File: src/design/scce_pkg.sv
// shared types, constants and crc function for the smart config length code encoder
`default_nettype none
package scce_pkg;

  localparam int unsigned PASSWORD_MAX = 64;
  localparam int unsigned SSID_MAX     = 32;
  localparam int unsigned IpLimit      = 4;
  localparam int unsigned BssidLimit   = 6;
  localparam int unsigned HdrItems     = 5;
  localparam int unsigned QDepth       = 4;

  localparam int unsigned IpCntW  = $clog2(IpLimit + 1);
  localparam int unsigned PwCntW  = $clog2(PASSWORD_MAX + 1);
  localparam int unsigned SsCntW  = $clog2(SSID_MAX + 1);
  localparam int unsigned BsCntW  = $clog2(BssidLimit + 1);
  localparam int unsigned HdrCntW = $clog2(HdrItems);
  localparam int unsigned QPtrW   = $clog2(QDepth);
  localparam int unsigned QCntW   = $clog2(QDepth + 1);

  localparam logic [7:0] CrcPoly    = 8'h8c;
  localparam logic [9:0] CodeOffset = 10'd40;
  localparam logic [7:0] IdxBase    = 8'd9;
  localparam logic [7:0] IpIdxBase  = 8'd5;

  typedef enum logic [2:0] {
    MODE_IP       = 3'd0,
    MODE_PASSWORD = 3'd1,
    MODE_SSID     = 3'd2,
    MODE_BSSID    = 3'd3,
    MODE_FINISH   = 3'd4
  } mode_e;

  // one item for the back end: data byte, index, crc of the byte alone, last flag
  typedef struct packed {
    logic [7:0] data;
    logic [7:0] idx;
    logic [7:0] crc1;
    logic       last;
  } item_t;

  typedef struct packed {
    logic full;
    logic empty;
  } q_stat_t;

  function automatic logic [7:0] crc8_update(input logic [7:0] crc, input logic [7:0] b);
    logic [7:0] r;
    r = crc ^ b;
    for (int k = 0; k < 8; k++) begin
      if (r[0]) begin
        r = (r >> 1) ^ CrcPoly;
      end else begin
        r = r >> 1;
      end
    end
    return r;
  endfunction

endpackage
`default_nettype wire

File: src/design/scce_fifo.sv
// short item queue between front and back ends
`default_nettype none
module scce_fifo (
  input  wire logic            clk_i,
  input  wire logic            rst_ni,
  input  wire logic            push_i,
  input  scce_pkg::item_t      push_item_i,
  input  wire logic            pop_i,
  output scce_pkg::item_t      pop_item_o,
  output scce_pkg::q_stat_t    stat_o
);
  import scce_pkg::*;

  item_t            mem_q [QDepth];
  logic [QPtrW-1:0] wr_ptr_q, rd_ptr_q;
  logic [QCntW-1:0] cnt_q, cnt_d;
  logic             do_push, do_pop;

  assign stat_o.full  = (cnt_q == QCntW'(QDepth));
  assign stat_o.empty = (cnt_q == '0);
  assign do_push      = push_i && !stat_o.full;
  assign do_pop       = pop_i && !stat_o.empty;
  assign pop_item_o   = mem_q[rd_ptr_q];

  always_comb begin
    cnt_d = cnt_q;
    if (do_push && !do_pop) begin
      cnt_d = cnt_q + QCntW'(1);
    end else if (do_pop && !do_push) begin
      cnt_d = cnt_q - QCntW'(1);
    end
  end

  always_ff @(posedge clk_i or negedge rst_ni) begin
    if (!rst_ni) begin
      wr_ptr_q <= '0;
      rd_ptr_q <= '0;
      cnt_q    <= '0;
    end else begin
      cnt_q <= cnt_d;
      if (do_push) begin
        wr_ptr_q <= wr_ptr_q + QPtrW'(1);
      end
      if (do_pop) begin
        rd_ptr_q <= rd_ptr_q + QPtrW'(1);
      end
    end
  end

  always_ff @(posedge clk_i) begin
    if (do_push) begin
      mem_q[wr_ptr_q] <= push_item_i;
    end
  end

endmodule
`default_nettype wire

File: src/design/scce_front.sv
// front end: accepts tagged bytes, keeps counters and crcs, queues items
`default_nettype none
module scce_front (
  input  wire logic            clk_i,
  input  wire logic            rst_ni,
  input  wire logic            in_valid_i,
  output logic                 in_ready_o,
  input  wire logic [2:0]      in_mode_i,
  input  wire logic [7:0]      in_byte_i,
  input  scce_pkg::q_stat_t    q_stat_i,
  output logic                 push_o,
  output scce_pkg::item_t      push_item_o
);
  import scce_pkg::*;

  typedef enum logic [1:0] {
    FE_DATA = 2'b01,
    FE_HDR  = 2'b10
  } fe_state_e;

  fe_state_e          state_q, state_d;
  logic [IpCntW-1:0]  ip_cnt_q;
  logic [PwCntW-1:0]  pw_cnt_q;
  logic [SsCntW-1:0]  ss_cnt_q;
  logic [BsCntW-1:0]  bs_cnt_q;
  logic [7:0]         ss_crc_q, bs_crc_q, xor_q;
  logic [7:0]         hdr_q [HdrItems];
  logic [HdrCntW-1:0] hdr_cnt_q;

  logic       accept;
  logic       hdr_last;
  logic       take_ip, take_pw, take_ss, take_bs, take_fin;
  logic [7:0] total, plen, hdr_xor;
  logic [7:0] push_data, push_idx;

  assign in_ready_o = (state_q == FE_DATA) && !q_stat_i.full;
  assign accept     = in_valid_i && in_ready_o;
  assign hdr_last   = (hdr_cnt_q == HdrCntW'(HdrItems - 1));

  assign take_ip  = accept && (in_mode_i == MODE_IP)       && (ip_cnt_q < IpCntW'(IpLimit));
  assign take_pw  = accept && (in_mode_i == MODE_PASSWORD) &&
                    (pw_cnt_q < PwCntW'(PASSWORD_MAX));
  assign take_ss  = accept && (in_mode_i == MODE_SSID)     && (ss_cnt_q < SsCntW'(SSID_MAX));
  assign take_bs  = accept && (in_mode_i == MODE_BSSID)    &&
                    (bs_cnt_q < BsCntW'(BssidLimit));
  assign take_fin = accept && (in_mode_i == MODE_FINISH);

  assign total   = IdxBase + 8'(pw_cnt_q) + 8'(ss_cnt_q);
  assign plen    = 8'(pw_cnt_q);
  assign hdr_xor = xor_q ^ total ^ plen ^ ss_crc_q ^ bs_crc_q;

  always_comb begin
    push_o    = 1'b0;
    push_data = in_byte_i;
    push_idx  = '0;
    if (state_q == FE_HDR) begin
      push_o    = !q_stat_i.full;
      push_data = hdr_q[hdr_cnt_q];
      push_idx  = 8'(hdr_cnt_q);
    end else begin
      push_o = take_ip || take_pw || take_ss;
      if (take_ip) begin
        push_idx = IpIdxBase + 8'(ip_cnt_q);
      end else if (take_pw) begin
        push_idx = IdxBase + 8'(pw_cnt_q);
      end else begin
        push_idx = total;
      end
    end
  end

  assign push_item_o.data = push_data;
  assign push_item_o.idx  = push_idx;
  assign push_item_o.crc1 = crc8_update(8'h00, push_data);
  // data bytes always close their own triple; headers only on the last one
  assign push_item_o.last = (state_q == FE_HDR) ? hdr_last : 1'b1;

  always_comb begin
    state_d = state_q;
    case (state_q)
      FE_DATA: begin
        if (take_fin) state_d = FE_HDR;
      end
      FE_HDR: begin
        if (push_o && hdr_last) state_d = FE_DATA;
      end
      default: state_d = FE_DATA;
    endcase
  end

  always_ff @(posedge clk_i or negedge rst_ni) begin
    if (!rst_ni) begin
      state_q   <= FE_DATA;
      ip_cnt_q  <= '0;
      pw_cnt_q  <= '0;
      ss_cnt_q  <= '0;
      bs_cnt_q  <= '0;
      ss_crc_q  <= '0;
      bs_crc_q  <= '0;
      xor_q     <= '0;
      hdr_cnt_q <= '0;
    end else begin
      state_q <= state_d;
      if (take_ip) begin
        ip_cnt_q <= ip_cnt_q + IpCntW'(1);
        xor_q    <= xor_q ^ in_byte_i;
      end
      if (take_pw) begin
        pw_cnt_q <= pw_cnt_q + PwCntW'(1);
        xor_q    <= xor_q ^ in_byte_i;
      end
      if (take_ss) begin
        ss_cnt_q <= ss_cnt_q + SsCntW'(1);
        ss_crc_q <= crc8_update(ss_crc_q, in_byte_i);
        xor_q    <= xor_q ^ in_byte_i;
      end
      if (take_bs) begin
        bs_cnt_q <= bs_cnt_q + BsCntW'(1);
        bs_crc_q <= crc8_update(bs_crc_q, in_byte_i);
      end
      if (take_fin) begin
        ip_cnt_q  <= '0;
        pw_cnt_q  <= '0;
        ss_cnt_q  <= '0;
        bs_cnt_q  <= '0;
        ss_crc_q  <= '0;
        bs_crc_q  <= '0;
        xor_q     <= '0;
        hdr_cnt_q <= '0;
      end
      if ((state_q == FE_HDR) && push_o) begin
        hdr_cnt_q <= hdr_last ? '0 : hdr_cnt_q + HdrCntW'(1);
      end
    end
  end

  // header snapshot taken at the finish request
  always_ff @(posedge clk_i) begin
    if (take_fin) begin
      hdr_q[0] <= total;
      hdr_q[1] <= plen;
      hdr_q[2] <= ss_crc_q;
      hdr_q[3] <= bs_crc_q;
      hdr_q[4] <= hdr_xor;
    end
  end

endmodule
`default_nettype wire

File: src/design/scce_back.sv
// back end: turns one queued item into three length codes
`default_nettype none
module scce_back (
  input  wire logic            clk_i,
  input  wire logic            rst_ni,
  input  scce_pkg::q_stat_t    q_stat_i,
  input  scce_pkg::item_t      pop_item_i,
  output logic                 pop_o,
  output logic                 out_valid_o,
  input  wire logic            out_ready_i,
  output logic [9:0]           out_code_o,
  output logic                 out_last_o
);
  import scce_pkg::*;

  typedef enum logic [2:0] {
    PH_HI  = 3'b001,
    PH_IDX = 3'b010,
    PH_LO  = 3'b100
  } phase_e;

  item_t      cur_q;
  logic       cur_valid_q;
  phase_e     phase_q;
  logic       out_valid_q, out_last_q;
  logic [9:0] out_code_q;

  logic       out_free, emit, done;
  logic [7:0] crc;
  logic [9:0] code;

  assign out_free = !out_valid_q || out_ready_i;
  assign emit     = cur_valid_q && out_free;
  assign done     = emit && (phase_q == PH_LO);
  assign pop_o    = !q_stat_i.empty && (!cur_valid_q || done);
  assign crc      = crc8_update(cur_q.crc1, cur_q.idx);

  always_comb begin
    case (phase_q)
      PH_HI:   code = {2'b00, crc[7:4], cur_q.data[7:4]} + CodeOffset;
      PH_IDX:  code = {2'b01, cur_q.idx} + CodeOffset;
      PH_LO:   code = {2'b00, crc[3:0], cur_q.data[3:0]} + CodeOffset;
      default: code = CodeOffset;
    endcase
  end

  always_ff @(posedge clk_i or negedge rst_ni) begin
    if (!rst_ni) begin
      cur_valid_q <= 1'b0;
      phase_q     <= PH_HI;
      out_valid_q <= 1'b0;
    end else begin
      if (emit) begin
        out_valid_q <= 1'b1;
      end else if (out_ready_i) begin
        out_valid_q <= 1'b0;
      end
      if (pop_o) begin
        cur_valid_q <= 1'b1;
        phase_q     <= PH_HI;
      end else if (done) begin
        cur_valid_q <= 1'b0;
        phase_q     <= PH_HI;
      end else if (emit) begin
        phase_q <= (phase_q == PH_HI) ? PH_IDX : PH_LO;
      end
    end
  end

  always_ff @(posedge clk_i) begin
    if (pop_o) begin
      cur_q <= pop_item_i;
    end
    if (emit) begin
      out_code_q <= code;
      out_last_q <= (phase_q == PH_LO) && cur_q.last;
    end
  end

  assign out_valid_o = out_valid_q;
  assign out_code_o  = out_code_q;
  assign out_last_o  = out_last_q;

endmodule
`default_nettype wire

File: src/design/smart_config_length_code_encoder_unit.sv
// top level of the smart config length code encoder
// path: data bytes pass a queue entry and the current item register to the output register
// throughput: one code per cycle while an item waits and output is ready, so three codes
//   per ip, password or ssid byte, fifteen per finish, none for bssid or ignored bytes
// the four-entry queue lets the front take bytes while earlier codes are still going out
// reset: asynchronous, active low; clears counters, crcs, xor, queue and output valid
`default_nettype none
module smart_config_length_code_encoder_unit (
  input  wire logic        clk_i,
  input  wire logic        rst_ni,
  // slave side request stream
  input  wire logic        s_axis_tvalid_i,
  output logic             s_axis_tready_o,
  input  wire logic [7:0]  s_axis_tdata_i,   // [7:0] byte_value
  input  wire logic [2:0]  s_axis_tuser_i,   // [2:0] mode
  // master side code stream
  output logic             m_axis_tvalid_o,
  input  wire logic        m_axis_tready_i,
  output logic [15:0]      m_axis_tdata_o,   // [9:0] code, [15:10] zero
  output logic             m_axis_tlast_o    // is_last
);
  import scce_pkg::*;

  // items flowing from the classifier to the code generator
  item_t   push_item, pop_item;
  logic    push, pop;
  q_stat_t q_stat;
  logic [9:0] code;

  // front: classifies each request, updates counters, crcs and xor
  scce_front u_front (
    .clk_i       (clk_i),
    .rst_ni      (rst_ni),
    .in_valid_i  (s_axis_tvalid_i),
    .in_ready_o  (s_axis_tready_o),
    .in_mode_i   (s_axis_tuser_i),
    .in_byte_i   (s_axis_tdata_i),
    .q_stat_i    (q_stat),
    .push_o      (push),
    .push_item_o (push_item)
  );

  // decoupling queue
  scce_fifo u_fifo (
    .clk_i       (clk_i),
    .rst_ni      (rst_ni),
    .push_i      (push),
    .push_item_i (push_item),
    .pop_i       (pop),
    .pop_item_o  (pop_item),
    .stat_o      (q_stat)
  );

  // back: second crc step and three codes per item through the output register
  scce_back u_back (
    .clk_i       (clk_i),
    .rst_ni      (rst_ni),
    .q_stat_i    (q_stat),
    .pop_item_i  (pop_item),
    .pop_o       (pop),
    .out_valid_o (m_axis_tvalid_o),
    .out_ready_i (m_axis_tready_i),
    .out_code_o  (code),
    .out_last_o  (m_axis_tlast_o)
  );

  // code padded to whole bytes
  assign m_axis_tdata_o = {6'b0, code};

endmodule
`default_nettype wire

File: config.mk
export PLATFORM = sky130hd
export DESIGN_NAME = smart_config_length_code_encoder_unit
export DESIGN_NICKNAME = d
export VERILOG_FILES = /design/src/design/scce_pkg.sv /design/src/design/scce_fifo.sv /design/src/design/scce_front.sv /design/src/design/scce_back.sv /design/src/design/smart_config_length_code_encoder_unit.sv
export SDC_FILE = /design/constraint.sdc
export NUM_CORES = 1
export LEC_CHECK = 0
export BUFFER_PORTS_ARGS = -buffer_cell sky130_fd_sc_hd__buf_2
export CAP_MARGIN = 20
export CORE_MARGIN = 5
export CORE_UTILIZATION = 55
export DETAILED_ROUTE_END_ITERATION = 7
export PLACE_DENSITY = 0.69
export SYNTH_ARGS = -nofsm -noshare
export SYNTH_HDL_FRONTEND = slang
export SYNTH_SLANG_ARGS = --single-unit
File: constraint.sdc
create_clock -name clk_i -period 6.5 [get_ports clk_i]
set_input_delay 0.975 -clock clk_i [delete_from_list [all_inputs] [get_ports clk_i]]
set_output_delay 0.975 -clock clk_i [all_outputs]
set_load 0.01 [all_outputs]
; Yosys cells after proc, flatten, opt, wreduce, memory -nomap -nowiden
; Memory sizes are Yosys's and may differ from the RTL's. A register that Yosys moved wholly into a read port is not among the register bits.
; Cells that the tools add are included.
[op_classes]
reduce_logical = 44
n_mux = 89
n_addsub = 15
magnitude_cmp = 4
eq_ne = 13
bitwise_logic = 40
[op_table]
columns = cell, n
row1 = 8-bit two-way mux, 58
row2 = 2-bit NOT with 3-bit output, 32
row3 = 8-bit XOR, 7
row4 = 3-bit two-way mux, 13
row5 = 10-bit one-hot mux with 3 select lines, 1
row6 = 1-bit logical AND, 21
row7 = 8-bit by 6-bit adder with 9-bit output (second input constant), 2
row8 = 2-bit nonzero test, 8
row9 = 7-bit two-way mux, 2
row10 = 3-bit by 1-bit adder with 3-bit output (second input constant), 4
row11 = 3-bit equality test (second input constant), 4
row12 = 6-bit two-way mux, 2
row13 = 9-bit by 6-bit adder with 10-bit output (second input constant), 1
row14 = 1-bit two-way mux, 10
row15 = 3-bit by 2-bit equality test with 1-bit output (second input constant), 3
row16 = 4-bit by 7-bit adder with 8-bit output (first input constant), 1
row17 = 8-bit by 6-bit adder with 8-bit output, 1
row18 = 8-bit by 7-bit XOR with 8-bit output, 1
row19 = 7-bit by 1-bit adder with 7-bit output (second input constant), 1
row20 = 7-bit less-than comparator (second input constant), 1
row21 = 6-bit by 1-bit adder with 6-bit output (second input constant), 1
row22 = 3-bit by 1-bit equality test with 1-bit output (second input constant), 2
row23 = 1-bit zero test, 6
row24 = 3-bit zero test, 2
row25 = 14 further kinds, 21
[word_totals]
elab_cells = 224
ramBits = 140
memories = 2
in_bits = 15
register_bits = 71
output_inout_bits = 19
[memory_table]
columns = name, depth, word_bits, rd, rd_clocked_by_memory_dff, wr, line
row1 = u_fifo.mem_q, 4, 25, 1, 1, 1, scce_fifo.sv:14  ; item_t mem_q [QDepth];
row2 = u_front.hdr_q, 5, 8, 1, 0, 5, scce_front.sv:27  ; logic [7:0] hdr_q [HdrItems];

; Logic depth before layout (Yosys ltp)
; Gate-level depths: netlist of the first run.
[logic_depth]
depth_word = 29
ltp_mapped = 12
mapped_depth_nobuf = 12

; Modules after synthesis
; Synthesis of the first run repeated with hierarchy kept, for this count alone.
[unflattened]
cells_unflattened = 761
hier_area_um2 = 11096.9
[by_module_without_submodules]
columns = module, seq_area_each_um2, cells_each, n_inst, area_each_um2
row1 = scce_front, 2373.5, 433, 1, 4931.0
row2 = scce_fifo, 3178.0, 167, 1, 4083.9
row3 = scce_back, 1207.4, 154, 1, 2033.2
row4 = smart_config_length_code_encoder_unit, 0.0, 7, 1, 48.8

; Worst setup path before layout of the first run
; OpenSTA, ideal clock, no wires.
[synth_timing]
path_type = input-to-reg
from = input m_axis_tready_i
to = register u_fifo.cnt_q[1]
arrival_time_ns = 4.040
path_stages = 10
setup_time_ns = 0.125
n_path_buf = 0
slack_ns = 2.336
required_time_ns = 6.375
cell_sequence = nand2b_1 -> nand2_1 -> inv_2 -> nand2_1 -> a21oi_1 -> inv_2 -> ha_1 -> inv_1 -> fa_1 -> mux2_2
[synth_between]
elab_chain_len = 9
elab_cells_between_ends = 11
classes_between = mux: 1 / reduce/logical: 10
[synth_rtl]
columns = element, line
row1 = start: declaration, smart_config_length_code_encoder_unit.sv:18  ; input wire logic m_axis_tready_i,
row2 = 1-bit logical OR, scce_back.sv:32  ; assign out_free = !out_valid_q || out_ready_i;
row3 = 1-bit logical AND, scce_back.sv:33  ; assign emit = cur_valid_q && out_free;
row4 = via u_back.emit, scce_back.sv:28  ; logic out_free, emit, done;
row5 = 1-bit logical AND, scce_back.sv:34  ; assign done = emit && (phase_q == PH_LO);
row6 = 1-bit logical OR, scce_back.sv:35  ; assign pop_o = !q_stat_i.empty && (!cur_valid_q || done);
row7 = 1-bit logical AND, scce_back.sv:35
row8 = via pop, smart_config_length_code_encoder_unit.sv:26  ; logic push, pop;
row9 = 1-bit logical AND, scce_fifo.sv:22  ; assign do_pop = pop_i && !stat_o.empty;
row10 = 1-bit zero test, scce_fifo.sv:27  ; if (do_push && !do_pop) begin
row11 = 1-bit logical AND, scce_fifo.sv:27
row12 = 3-bit two-way mux, scce_fifo.sv:27
row13 = via u_fifo.cnt_d[1], scce_fifo.sv:16  ; logic [QCntW-1:0] cnt_q, cnt_d;
row14 = end signal: assignment, scce_fifo.sv:40  ; cnt_q <= cnt_d;
row15 = end: declaration, scce_fifo.sv:16
; The timed path passes the listed nets, and every way through them passes these cells.
; A chain may end at the register's enable or synchronous reset.

; Final worst setup path of the first run
[layout_timing]
from = register u_fifo.cnt_q[1]
to = register u_front.ss_crc_q[4]
[layout_between]
elab_chain_len = 7
elab_cells_between_ends = 9
classes_between = eq/ne: 1 / mux: 1 / reduce/logical: 7
[layout_rtl]
columns = element, line
row1 = 3-bit equality test (*), scce_fifo.sv:19  ; assign stat_o.full = (cnt_q == QCntW'(QDepth));
row2 = 1-bit zero test (*), scce_front.sv:36  ; assign in_ready_o = (state_q == FE_DATA) && !q_stat_i.full;
row3 = 1-bit logical AND (*), scce_front.sv:36
row4 = 1-bit logical AND (*), scce_front.sv:37  ; assign accept = in_valid_i && in_ready_o;
row5 = 1-bit logical AND (2 in series), scce_front.sv:43  ; assign take_ss = accept && (in_mode_i == MODE_SSID) && (ss_cnt_q < SsCntW'(SSID_MAX));
row6 = 2-bit nonzero test (no source line), n/a
row7 = end signal: assignment, scce_front.sv:114  ; ss_crc_q <= crc8_update(ss_crc_q, in_byte_i);
row8 = end: declaration, scce_front.sv:26  ; logic [7:0] ss_crc_q, bs_crc_q, xor_q;
; Mark *: on every way between the ends. The rest lies on a longest branch, timed or not.

==> metrics.md, run 1 <==
| Metric | Value |
|---|---|
| Final Hold Viols | 0 |
| Via count of the first global-routing pass | 6,535 |
| Count of flip-flops with a built-in enable after synthesis | roughly 180 |
| Register bit count reported by yosys | around 240 |
| Final worst-path setup slack | ~3.2 ns |
| Floorplan die height | 151 µm |
| Met3 routing resource usage after global routing | 0.0265 |
| Total power consumption of the routed design | 5.73 mW |
| Reg2Reg Setup Slack | between 3 and 4 ns |
| Met1 track utilization from global routing | 0.253 |
| Main synth FF type | edfxtp_1 |
| Clock H-tree levels | 1 |
| Cell count after synthesis | between 700 and 800 |
| Worst-skew pair later-pin latency | 0.51 ns |
| Combined global-route utilization of all metal layers | 0.197 |
| Slowest Stage Delay on Critical Path | 0.68 ns |
| Library cell used as clock root buffer | clkbuf_16 |
| Share of synthesized area occupied by flip-flops and latches | 0.620 |
| Layer with the highest usage | met2 |
| Clk slew on worst S/H paths | 0.06 ns |
| Ratio of cells with drive above 1 in the final layout | 0.144 |
| Pwr per Cell Area | 474 nW/µm² |
| Initial core utilization | 0.560 |
| YS warnings | 0 |
| Max Freq | 0.305 GHz |
| Floorplan row count | 51 |
| Synth async-reset ratio | 0.255 |
| CP max FO | 58 |
| Total overflow reported by the global router | 0 |
| Met2 layer usage reported by global route | 0.339 |
| Result of the run | finished, final reports clean |
| CP Class | flop to flop |
| Number of buffers inserted during clock tree synthesis | 25 |
| Wire length after detailed routing | 21,200 µm |
| TritonCTS clock tree | done |
| Cell mode on critical path | nor3b_1 |
| Max-cap check violation count | 0 |
| Overall via count from detail_route | 6,189 |
| Required time of the critical path | 6.92 ns |
| Total placed instance area | 11,300 µm² |
| Placer Congestion | 0.892 |
| Horiz. Die Dim | 151 µm |
| Number of clock sinks seen by CTS | about 240 |
| Tightest slew margin relative to the limit | 0.411 |
| Detailed-route DRC error count | 0 |
| Final cell utilization of the core | 0.621 |
| DR iter-0 viols | 370 |
| Signed area change from the synthesized netlist to the final layout | 11.0% |
| Hold Buf Count CTS | 0 |
| Post CTS Setup Buffer Count | 0 |
| Final net count | ~860 |
| Period utilization | 0.504 |
| Worst setup EP type | flop |
| Static Leakage | 4.40 nW |
| Core area | 19,500 µm² |
| Initial antenna violation count | 0 |
| Critical-path cell list | nor3b_1, nor3b_1, and2_1, nand3_1, inv_2, buf_4, nor2_2, nand2_1, o21ai_0 |
| Post-synthesis cell type count | between 60 and 70 |
| Largest vdd supply drop | between 0.2 and 0.3 mV |
| Setup clock skew after layout | 0.0156 ns |
| Post-route ant nets | 0 |
| Wire length of the first global-routing pass | 34,700 µm |
| Cell area after layout | between 10,000 and 15,000 µm² |
| Die Area | 22,700 µm² |
| Post-Synthesis Mean Instance Area | about 14 µm² |
| Worst Setup Slack post-DPL | 2.96 ns |
| Maximum number of pins on one net before global-route repair | 61 |
| Startpoint types | flop |
| Post-layout minimum cycle time | 3.28 ns |
| I/O Pins | 34 |
| Final Max Slew Viols | 0 |
| Count of buffers from port buffering | 27 |
| TNS Setup | 0 ns |
| Unrepaired setup endpoints after global routing | no |
| DP Wirelength | ~15,000 µm |
| Kind of path behind the tightest hold check | flop to flop |
| Routed WL per cell | 19.2 µm |
| Number of buffers on the longest clock path | 3 |
| Drt pass-1 iters | 7 |
| Number of gates resized after CTS | 0 |
| Worst-path cell with the longest stage delay | nor3b_1 |
| Actual transition at the worst max-transition pin | just under 0.9 ns |
| Final-report setup violation count | 0 |
| Post-Syn Area | 10,900 µm² |
| Data arrival time of the critical path | 3.69 ns |
| Detailed-route vias per instance | 5.60 |
| Ant diodes | 0 |
==> routing by layer <==
| layer | vias to the layer above | share of wire |
|---|---|---|
| met4 | 0 | 0.041 |
| met2 | 185 | 0.51 |
| met1 | 3050 | 0.41 |
| met5 | - | 0 |
| met3 | 68 | 0.046 |
| li1 | 2886 | - |
==> stage by stage <==
step	hold WS (ns)	instances
floorplan	0.423	790
global placement	0.473	1060
detailed placement	0.494	1061
CTS	0.509	1105
global route	0.524	1105
finish	0.506	1105
==> layout make-up <==
type	count	area, µm²
Clock buffer	32	662
Clock inverter	12	104
Fill cell	1484	7370
Inverter	26	97.6
Multi-Input combinational cell	499	3910
Sequential cell	235	6760
Tap cell	265	332
Timing Repair Buffer	36	223
==> synth_stat cells, types with 18 or more instances <==
| master | count | share of area |
|---|---|---|
| edfxtp_1 | 175 | 0.48 |
| xnor2_1 | 100 | 0.080 |
| nand2_1 | 68 | 0.023 |
| dfrtp_1 | 58 | 0.13 |
| nor2_1 | 58 | 0.020 |
| xor2_1 | 36 | 0.029 |
| mux4_2 | 32 | 0.066 |
| o21ai_1 | 31 | 0.014 |
| a21oi_1 | 25 | 0.011 |
| inv_1 | 23 | 0.0079 |
| ha_1 | 19 | 0.022 |
| nand3_1 | 18 | 0.0083 |
==> layout by cell type (no fill, tap or decap), types with 4 or more instances in the layout <==
master	instances
mux4_2	32
mux2i_1	9
a22oi_1	5
nor3_1	6
buf_2	27
edfxtp_1	175
clkinv_2	5
xor2_1	36
and2_1	7
nor2_1	58
nand4_1	4
clkinv_1	5
nand2_1	68
clkbuf_16	25
o21ai_0	9
nor3b_1	5
nand2b_1	7
ha_1	19
nor2b_1	6
nand3_1	18
conb_1	6
a31oi_1	4
o21ai_1	31
clkbuf_1	6
inv_1	23
a21oi_1	24
xnor2_1	100
buf_4	8
dfrtp_1	58
==> worst paths after layout <==
check                      cells past startpoint                  end                start
max reg2reg                                    9  u_front.ss_crc_q[4]      u_fifo.cnt_q[1]
max                                            9  u_front.ss_crc_q[4]      u_fifo.cnt_q[1]
min                                            1  u_front.bs_cnt_q[0]  u_front.bs_cnt_q[0]
min in group asynchronous                      2   u_back.out_valid_o               rst_ni
max in group asynchronous                      2     u_front.xor_q[4]               rst_ni
min reg2reg                                    1  u_front.bs_cnt_q[0]  u_front.bs_cnt_q[0]
==> power by group <==
| part | switching, mW | internal [mW] |
|---|---|---|
| Combinational | 1.09 | 0.996 |
| Clock | 0.540 | 0.792 |
| Sequential | 0.264 | 2.04 |
| Total | 1.89 | 3.83 |
==> critical path: cells and delay by family, from the launching register on <==
| kind | cells | cell delay, ns |
|---|---|---|
| buf+inv | 2 | 0.49 |
| flops | 1 | 0.42 |
| simple gates | 6 | 2.14 |
| compound gates | 1 | 0.08 |
==> cell families (layout without fill, tap and decap cells) <==
family / Yosys count / count (layout) / synth area share
AO/OA/AOI/OAI: 97 / 97 / 0.0527
XOR/XNOR: 142 / 142 / 0.121
adder cells (fa/ha/maj): 21 / 21 / 0.0255
buffers and inverters: 56 / 106 / 0.0226
flip-flops: 235 / 235 / 0.620
multiplexers: 44 / 44 / 0.0778
other: 1 / 6 / 0.000344
AND/OR/NAND/NOR: 189 / 189 / 0.0799
==> sequential cells by signal, summed over array words and instances, names as in the netlist, 6 cells and up <==
signal and flops:
u_back.cur_q 25, u_back.out_code_o 10, u_fifo.mem_q 100, u_front.bs_crc_q 8, u_front.hdr_q 39, u_front.pw_cnt_q 7
u_front.ss_cnt_q 6, u_front.ss_crc_q 8, u_front.xor_q 8
No activity file was read; power rests on OpenSTA's default activity.
==> run 2: changes to the inputs <==
--- a/config.mk
+++ b/config.mk
@@ -5,6 +5,7 @@
 export SDC_FILE = /design/constraint.sdc
 export NUM_CORES = 1
 export LEC_CHECK = 0
+export ABC_AREA = 1
 export BUFFER_PORTS_ARGS = -buffer_cell sky130_fd_sc_hd__buf_2
 export CAP_MARGIN = 20
 export CORE_MARGIN = 5
==> constraint.sdc (replaced) <==
create_clock -name clk_i -period 3.4 [get_ports clk_i]
set_input_delay 0.51 -clock clk_i [delete_from_list [all_inputs] [get_ports clk_i]]
set_output_delay 0.51 -clock clk_i [all_outputs]
set_load 0.01 [all_outputs]
==> metrics.md, run 2 <==
| Metric | Value |
|---|---|
| Overall via count from detail_route | 7,750 (was 6,189) |
| Switching share of power | 0.378 (was 0.331) |
| Library cell used as clock root buffer | clkbuf_16 (unchanged) |
| DP Wirelength | 16,600 µm (was 14,800 µm) |
| Register bit count reported by yosys | 235 (unchanged) |
| Placer Congestion | 0.911 (was 0.892) |
| Worst-skew pair later-pin latency | 0.51 ns (about the same) |
| Kind of path behind the tightest hold check | primary input to asynchronous set/reset pin (was flop to flop) |
| Launch point of the worst reg-to-reg path | u_fifo.cnt_q[0] (was u_fifo.cnt_q[1]) |
| Net switching power | 4.57 mW (was 1.89 mW) |
| Static Leakage | 5.16 nW (was 4.40 nW) |
| Ant diodes | 0 (unchanged) |
| Final net count | 1,174 (was 859) |
| Worst-path cell with the longest stage delay | dfrtp_1 (was nor3b_1) |
| Post-synthesis cell type count | 53 (was 62) |
| Most common library cell in the layout ignoring fill and taps | nand2_1 (was edfxtp_1) |
| Floorplan row count | 52 (was 51) |
| Result of the run | finished, final reports clean (unchanged) |
| Detailed-route vias per instance | 5.43 (was 5.60) |
| Max Freq | 0.365 GHz (was 0.305 GHz) |
| Cell count after placement | 1,381 (was 1,061) |
| Cell count after synthesis | 1,100 (was 785) |
| Internal power summed over all cells | 7.52 mW (was 3.83 mW) |
| Setup clock skew after layout | 0.00703 ns (was 0.0156 ns) |
| Pwr per Cell Area | 963 nW/µm² (was 474 nW/µm²) |
| Met2 layer usage reported by global route | 0.357 (was 0.339) |
| Post-Syn Area | 11,300 µm² (was 10,900 µm²) |
| Final Hold Viols | 0 (unchanged) |
| CP max FO | 7 (was 58) |
| Met3 routing resource usage after global routing | 0.0275 (was 0.0265) |
| Routed WL per cell | 16.9 µm (was 19.2 µm) |
| Initial core utilization | 0.559 (was 0.560) |
| Finished Layout Cells | 1,427 (was 1,105) |
| Drt pass-1 iters | 5 (was 7) |
| Final Max Slew Viols | 0 (unchanged) |
| Unrepaired setup endpoints after global routing | no (unchanged) |
| Initial antenna violation count | 0 (unchanged) |
| Post-layout minimum cycle time | 2.74 ns (was 3.28 ns) |
| Largest regs | u_fifo.mem_q (100), u_front.hdr_q (39), u_back.cur_q (25) (unchanged) |
| Signed area change from the synthesized netlist to the final layout | 10.7% (was 11.0%) |
| Flop pwr share | 0.381 (was 0.403) |
| Core area | 20,300 µm² (was 19,500 µm²) |
| Actual transition at the worst max-transition pin | 0.841 ns (was 0.882 ns) |
| Critical path buffer and inverter count | 3 (was 2) |
| Total overflow reported by the global router | 0 (unchanged) |
| TritonCTS clock tree | done (unchanged) |
| Final-layout fill cell count | 1,668 (was 1,484) |
| Largest vdd supply drop | 0.753 mV (was 0.299 mV) |
| Clock H-tree levels | 1 (unchanged) |
| Ratio of cells with drive above 1 in the final layout | 0.100 (was 0.144) |
| Layer with the highest usage | met2 (unchanged) |
| Maximum number of pins on one net before global-route repair | 61 (unchanged) |
| Final-report setup violation count | 0 (unchanged) |
| Period utilization | 0.805 (was 0.504) |
| Post CTS Setup Buffer Count | 0 (unchanged) |
| Final worst-path setup slack | 0.662 ns (was 3.22 ns) |
| Number of flip-flops in the largest register | 100 (unchanged) |
| I/O Pins | 34 (unchanged) |
| YS warnings | 0 (unchanged) |
| Slowest Stage Delay on Critical Path | 0.46 ns (was 0.68 ns) |
| Count of flip-flops with a built-in enable after synthesis | 175 (unchanged) |
| Count of buffers from port buffering | 27 (unchanged) |
| Horiz. Die Dim | 154 µm (was 151 µm) |
| Data arrival time of the critical path | 3.14 ns (was 3.69 ns) |
| Worst setup path startpoint | u_fifo.cnt_q[0] (was u_fifo.cnt_q[1]) |
| Cell with the most instances after synthesis | nand2_1 (was edfxtp_1) |
| Critical-path cell list | nor3_4, nor3_4, nand2_4, inv_4, nand2_4, nand2_1, nor2_1, nand2_1, nand2_2, inv_2, ha_1, inv_1, fa_1, mux2_2 (was nor3b_1, nor3b_1, and2_1, nand3_1, inv_2, buf_4, nor2_2, nand2_1, o21ai_0) |
| Kind of cell with the highest combined delay on the critical path | simple AND/OR/NAND/NOR gates (unchanged) |
| Number of buffers inserted during clock tree synthesis | 25 (unchanged) |
| Depth of the critical timing path with buffers and inverters included | 14 (was 9) |
| Number of clock sinks seen by CTS | 235 (unchanged) |
| Max-cap check violation count | 0 (unchanged) |
| Number of gates resized after CTS | 0 (unchanged) |
| Final cell utilization of the core | 0.619 (was 0.621) |
| Worst setup EP type | flop (unchanged) |
| TNS Setup | 0 ns (unchanged) |
| Post-Synthesis Mean Instance Area | 10.3 µm² (was 13.9 µm²) |
| Clk slew on worst S/H paths | 0.06 ns (about the same) |
| Detailed-route DRC error count | 0 (unchanged) |
| Wire length of the first global-routing pass | 39,400 µm (was 34,700 µm) |
| Synth top area share | 0.463 (was 0.482) |
| Worst Setup Slack post-DPL | 0.586 ns (was 2.96 ns) |
| Startpoint types | flop (unchanged) |
| CP Class | flop to flop (unchanged) |
| Synth async-reset ratio | 0.255 (unchanged) |
| Required time of the critical path | 3.80 ns (was 6.92 ns) |
| Clock group share of total power | 0.219 (was 0.233) |
| Floorplan die height | 154 µm (was 151 µm) |
| Largest Register | u_fifo.mem_q (unchanged) |
| Highest-count cells in the layout ignoring fill and taps | 216 x nand2_1, 175 x edfxtp_1, 99 x o21ai_0 (was 175 x edfxtp_1, 100 x xnor2_1, 68 x nand2_1) |
| Share of synthesized area occupied by flip-flops and latches | 0.596 (was 0.620) |
| Die Area | 23,600 µm² (was 22,700 µm²) |
| Via count of the first global-routing pass | 7,653 (was 6,535) |
| DR iter-0 viols | 579 (was 370) |
| Met1 track utilization from global routing | 0.268 (was 0.253) |
| Yosys top cell by area | edfxtp_1 (unchanged) |
| Main synth FF type | edfxtp_1 (unchanged) |
| Post-route ant nets | 0 (unchanged) |
| Proportion of power drawn by combinational gates | 0.400 (was 0.364) |
| Cell types occupying the most area after synthesis | edfxtp_1 46%, dfrtp_1 13%, nand2_1 7.1% (was edfxtp_1 48%, dfrtp_1 13%, xnor2_1 8.0%) |
| Combined global-route utilization of all metal layers | 0.206 (was 0.197) |
| R2r worst-path depth | 14 (was 9) |
| Wire length after detailed routing | 24,200 µm (was 21,200 µm) |
| Hold Buf Count CTS | 0 (unchanged) |
| Number of buffers on the longest clock path | 3 (unchanged) |
| Tightest slew margin relative to the limit | 0.439 (was 0.411) |
| Cell types with the highest counts after synthesis | 216 x nand2_1, 175 x edfxtp_1, 103 x nor2_1, 99 x o21ai_0, 97 x inv_1 (was 175 x edfxtp_1, 100 x xnor2_1, 68 x nand2_1, 58 x dfrtp_1, 58 x nor2_1) |
==> run 2: layout make-up <==
cell class | instances | area, µm² | area share
clock buffers | 37 | 701 | 0.0558
clock inverters | 9 | 100 | 0.00797
inverters | 104 | 398 | 0.0317
multi-input cells | 732 | 4030 | 0.321
flip-flops and latches | 235 | 6760 | 0.538
well taps | 270 | 338 | 0.0269
repair buffers | 40 | 233 | 0.0185
==> run 2: cells by family (layout without fill, tap and decap cells) <==
group / count (synthesis) / after routing / share of synthesized area
fa+ha+maj: 21 / 21 / 0.0245
mux: 1 / 1 / 0.000993
xor+xnor: 92 / 92 / 0.0742
compound gates: 191 / 191 / 0.0927
buf+inv: 138 / 190 / 0.0522
other cells: 1 / 6 / 0.000331
simple gates: 421 / 421 / 0.159
flops: 235 / 235 / 0.596
==> run 2: worst paths after layout <==
kind                                            end  slack, ns
worst min-delay path            u_front.bs_cnt_q[0]       0.16
min in group clk_i               u_back.out_valid_o       0.25
max in group asynchronous        u_back.out_valid_o       2.66
worst max-delay path                u_fifo.cnt_q[1]       0.66
worst max register to register      u_fifo.cnt_q[1]       0.66
worst min register to register   u_back.out_valid_o       0.50
==> run 2: stage by stage <==
step	hold WS [ns]	total power, mW	cell area (µm²)
after CTS	0.190	12.2	12600
after global placement	0.486	9.37	11800
after detailed placement	0.488	9.53	11800
after global routing	0.248	13.0	12600
final	0.157	12.1	12600
after floorplan	0.214	8.25	11400
==> run 2: per-layer routing <==
layer	vias up	part of all wire
li1	3806	-
met1	3701	0.42
met2	178	0.51
met3	65	0.042
met4	0	0.035
met5	-	0
==> run 2: power by group through the flow <==
stage	Clock (mW)	Combinational (mW)	Sequential, mW
global route	2.81	5.50	4.68
detailed placement	0	4.87	4.66
finish	2.65	4.83	4.61
CTS	2.70	4.89	4.61
global placement	0	4.73	4.65
floorplan	0	3.73	4.52
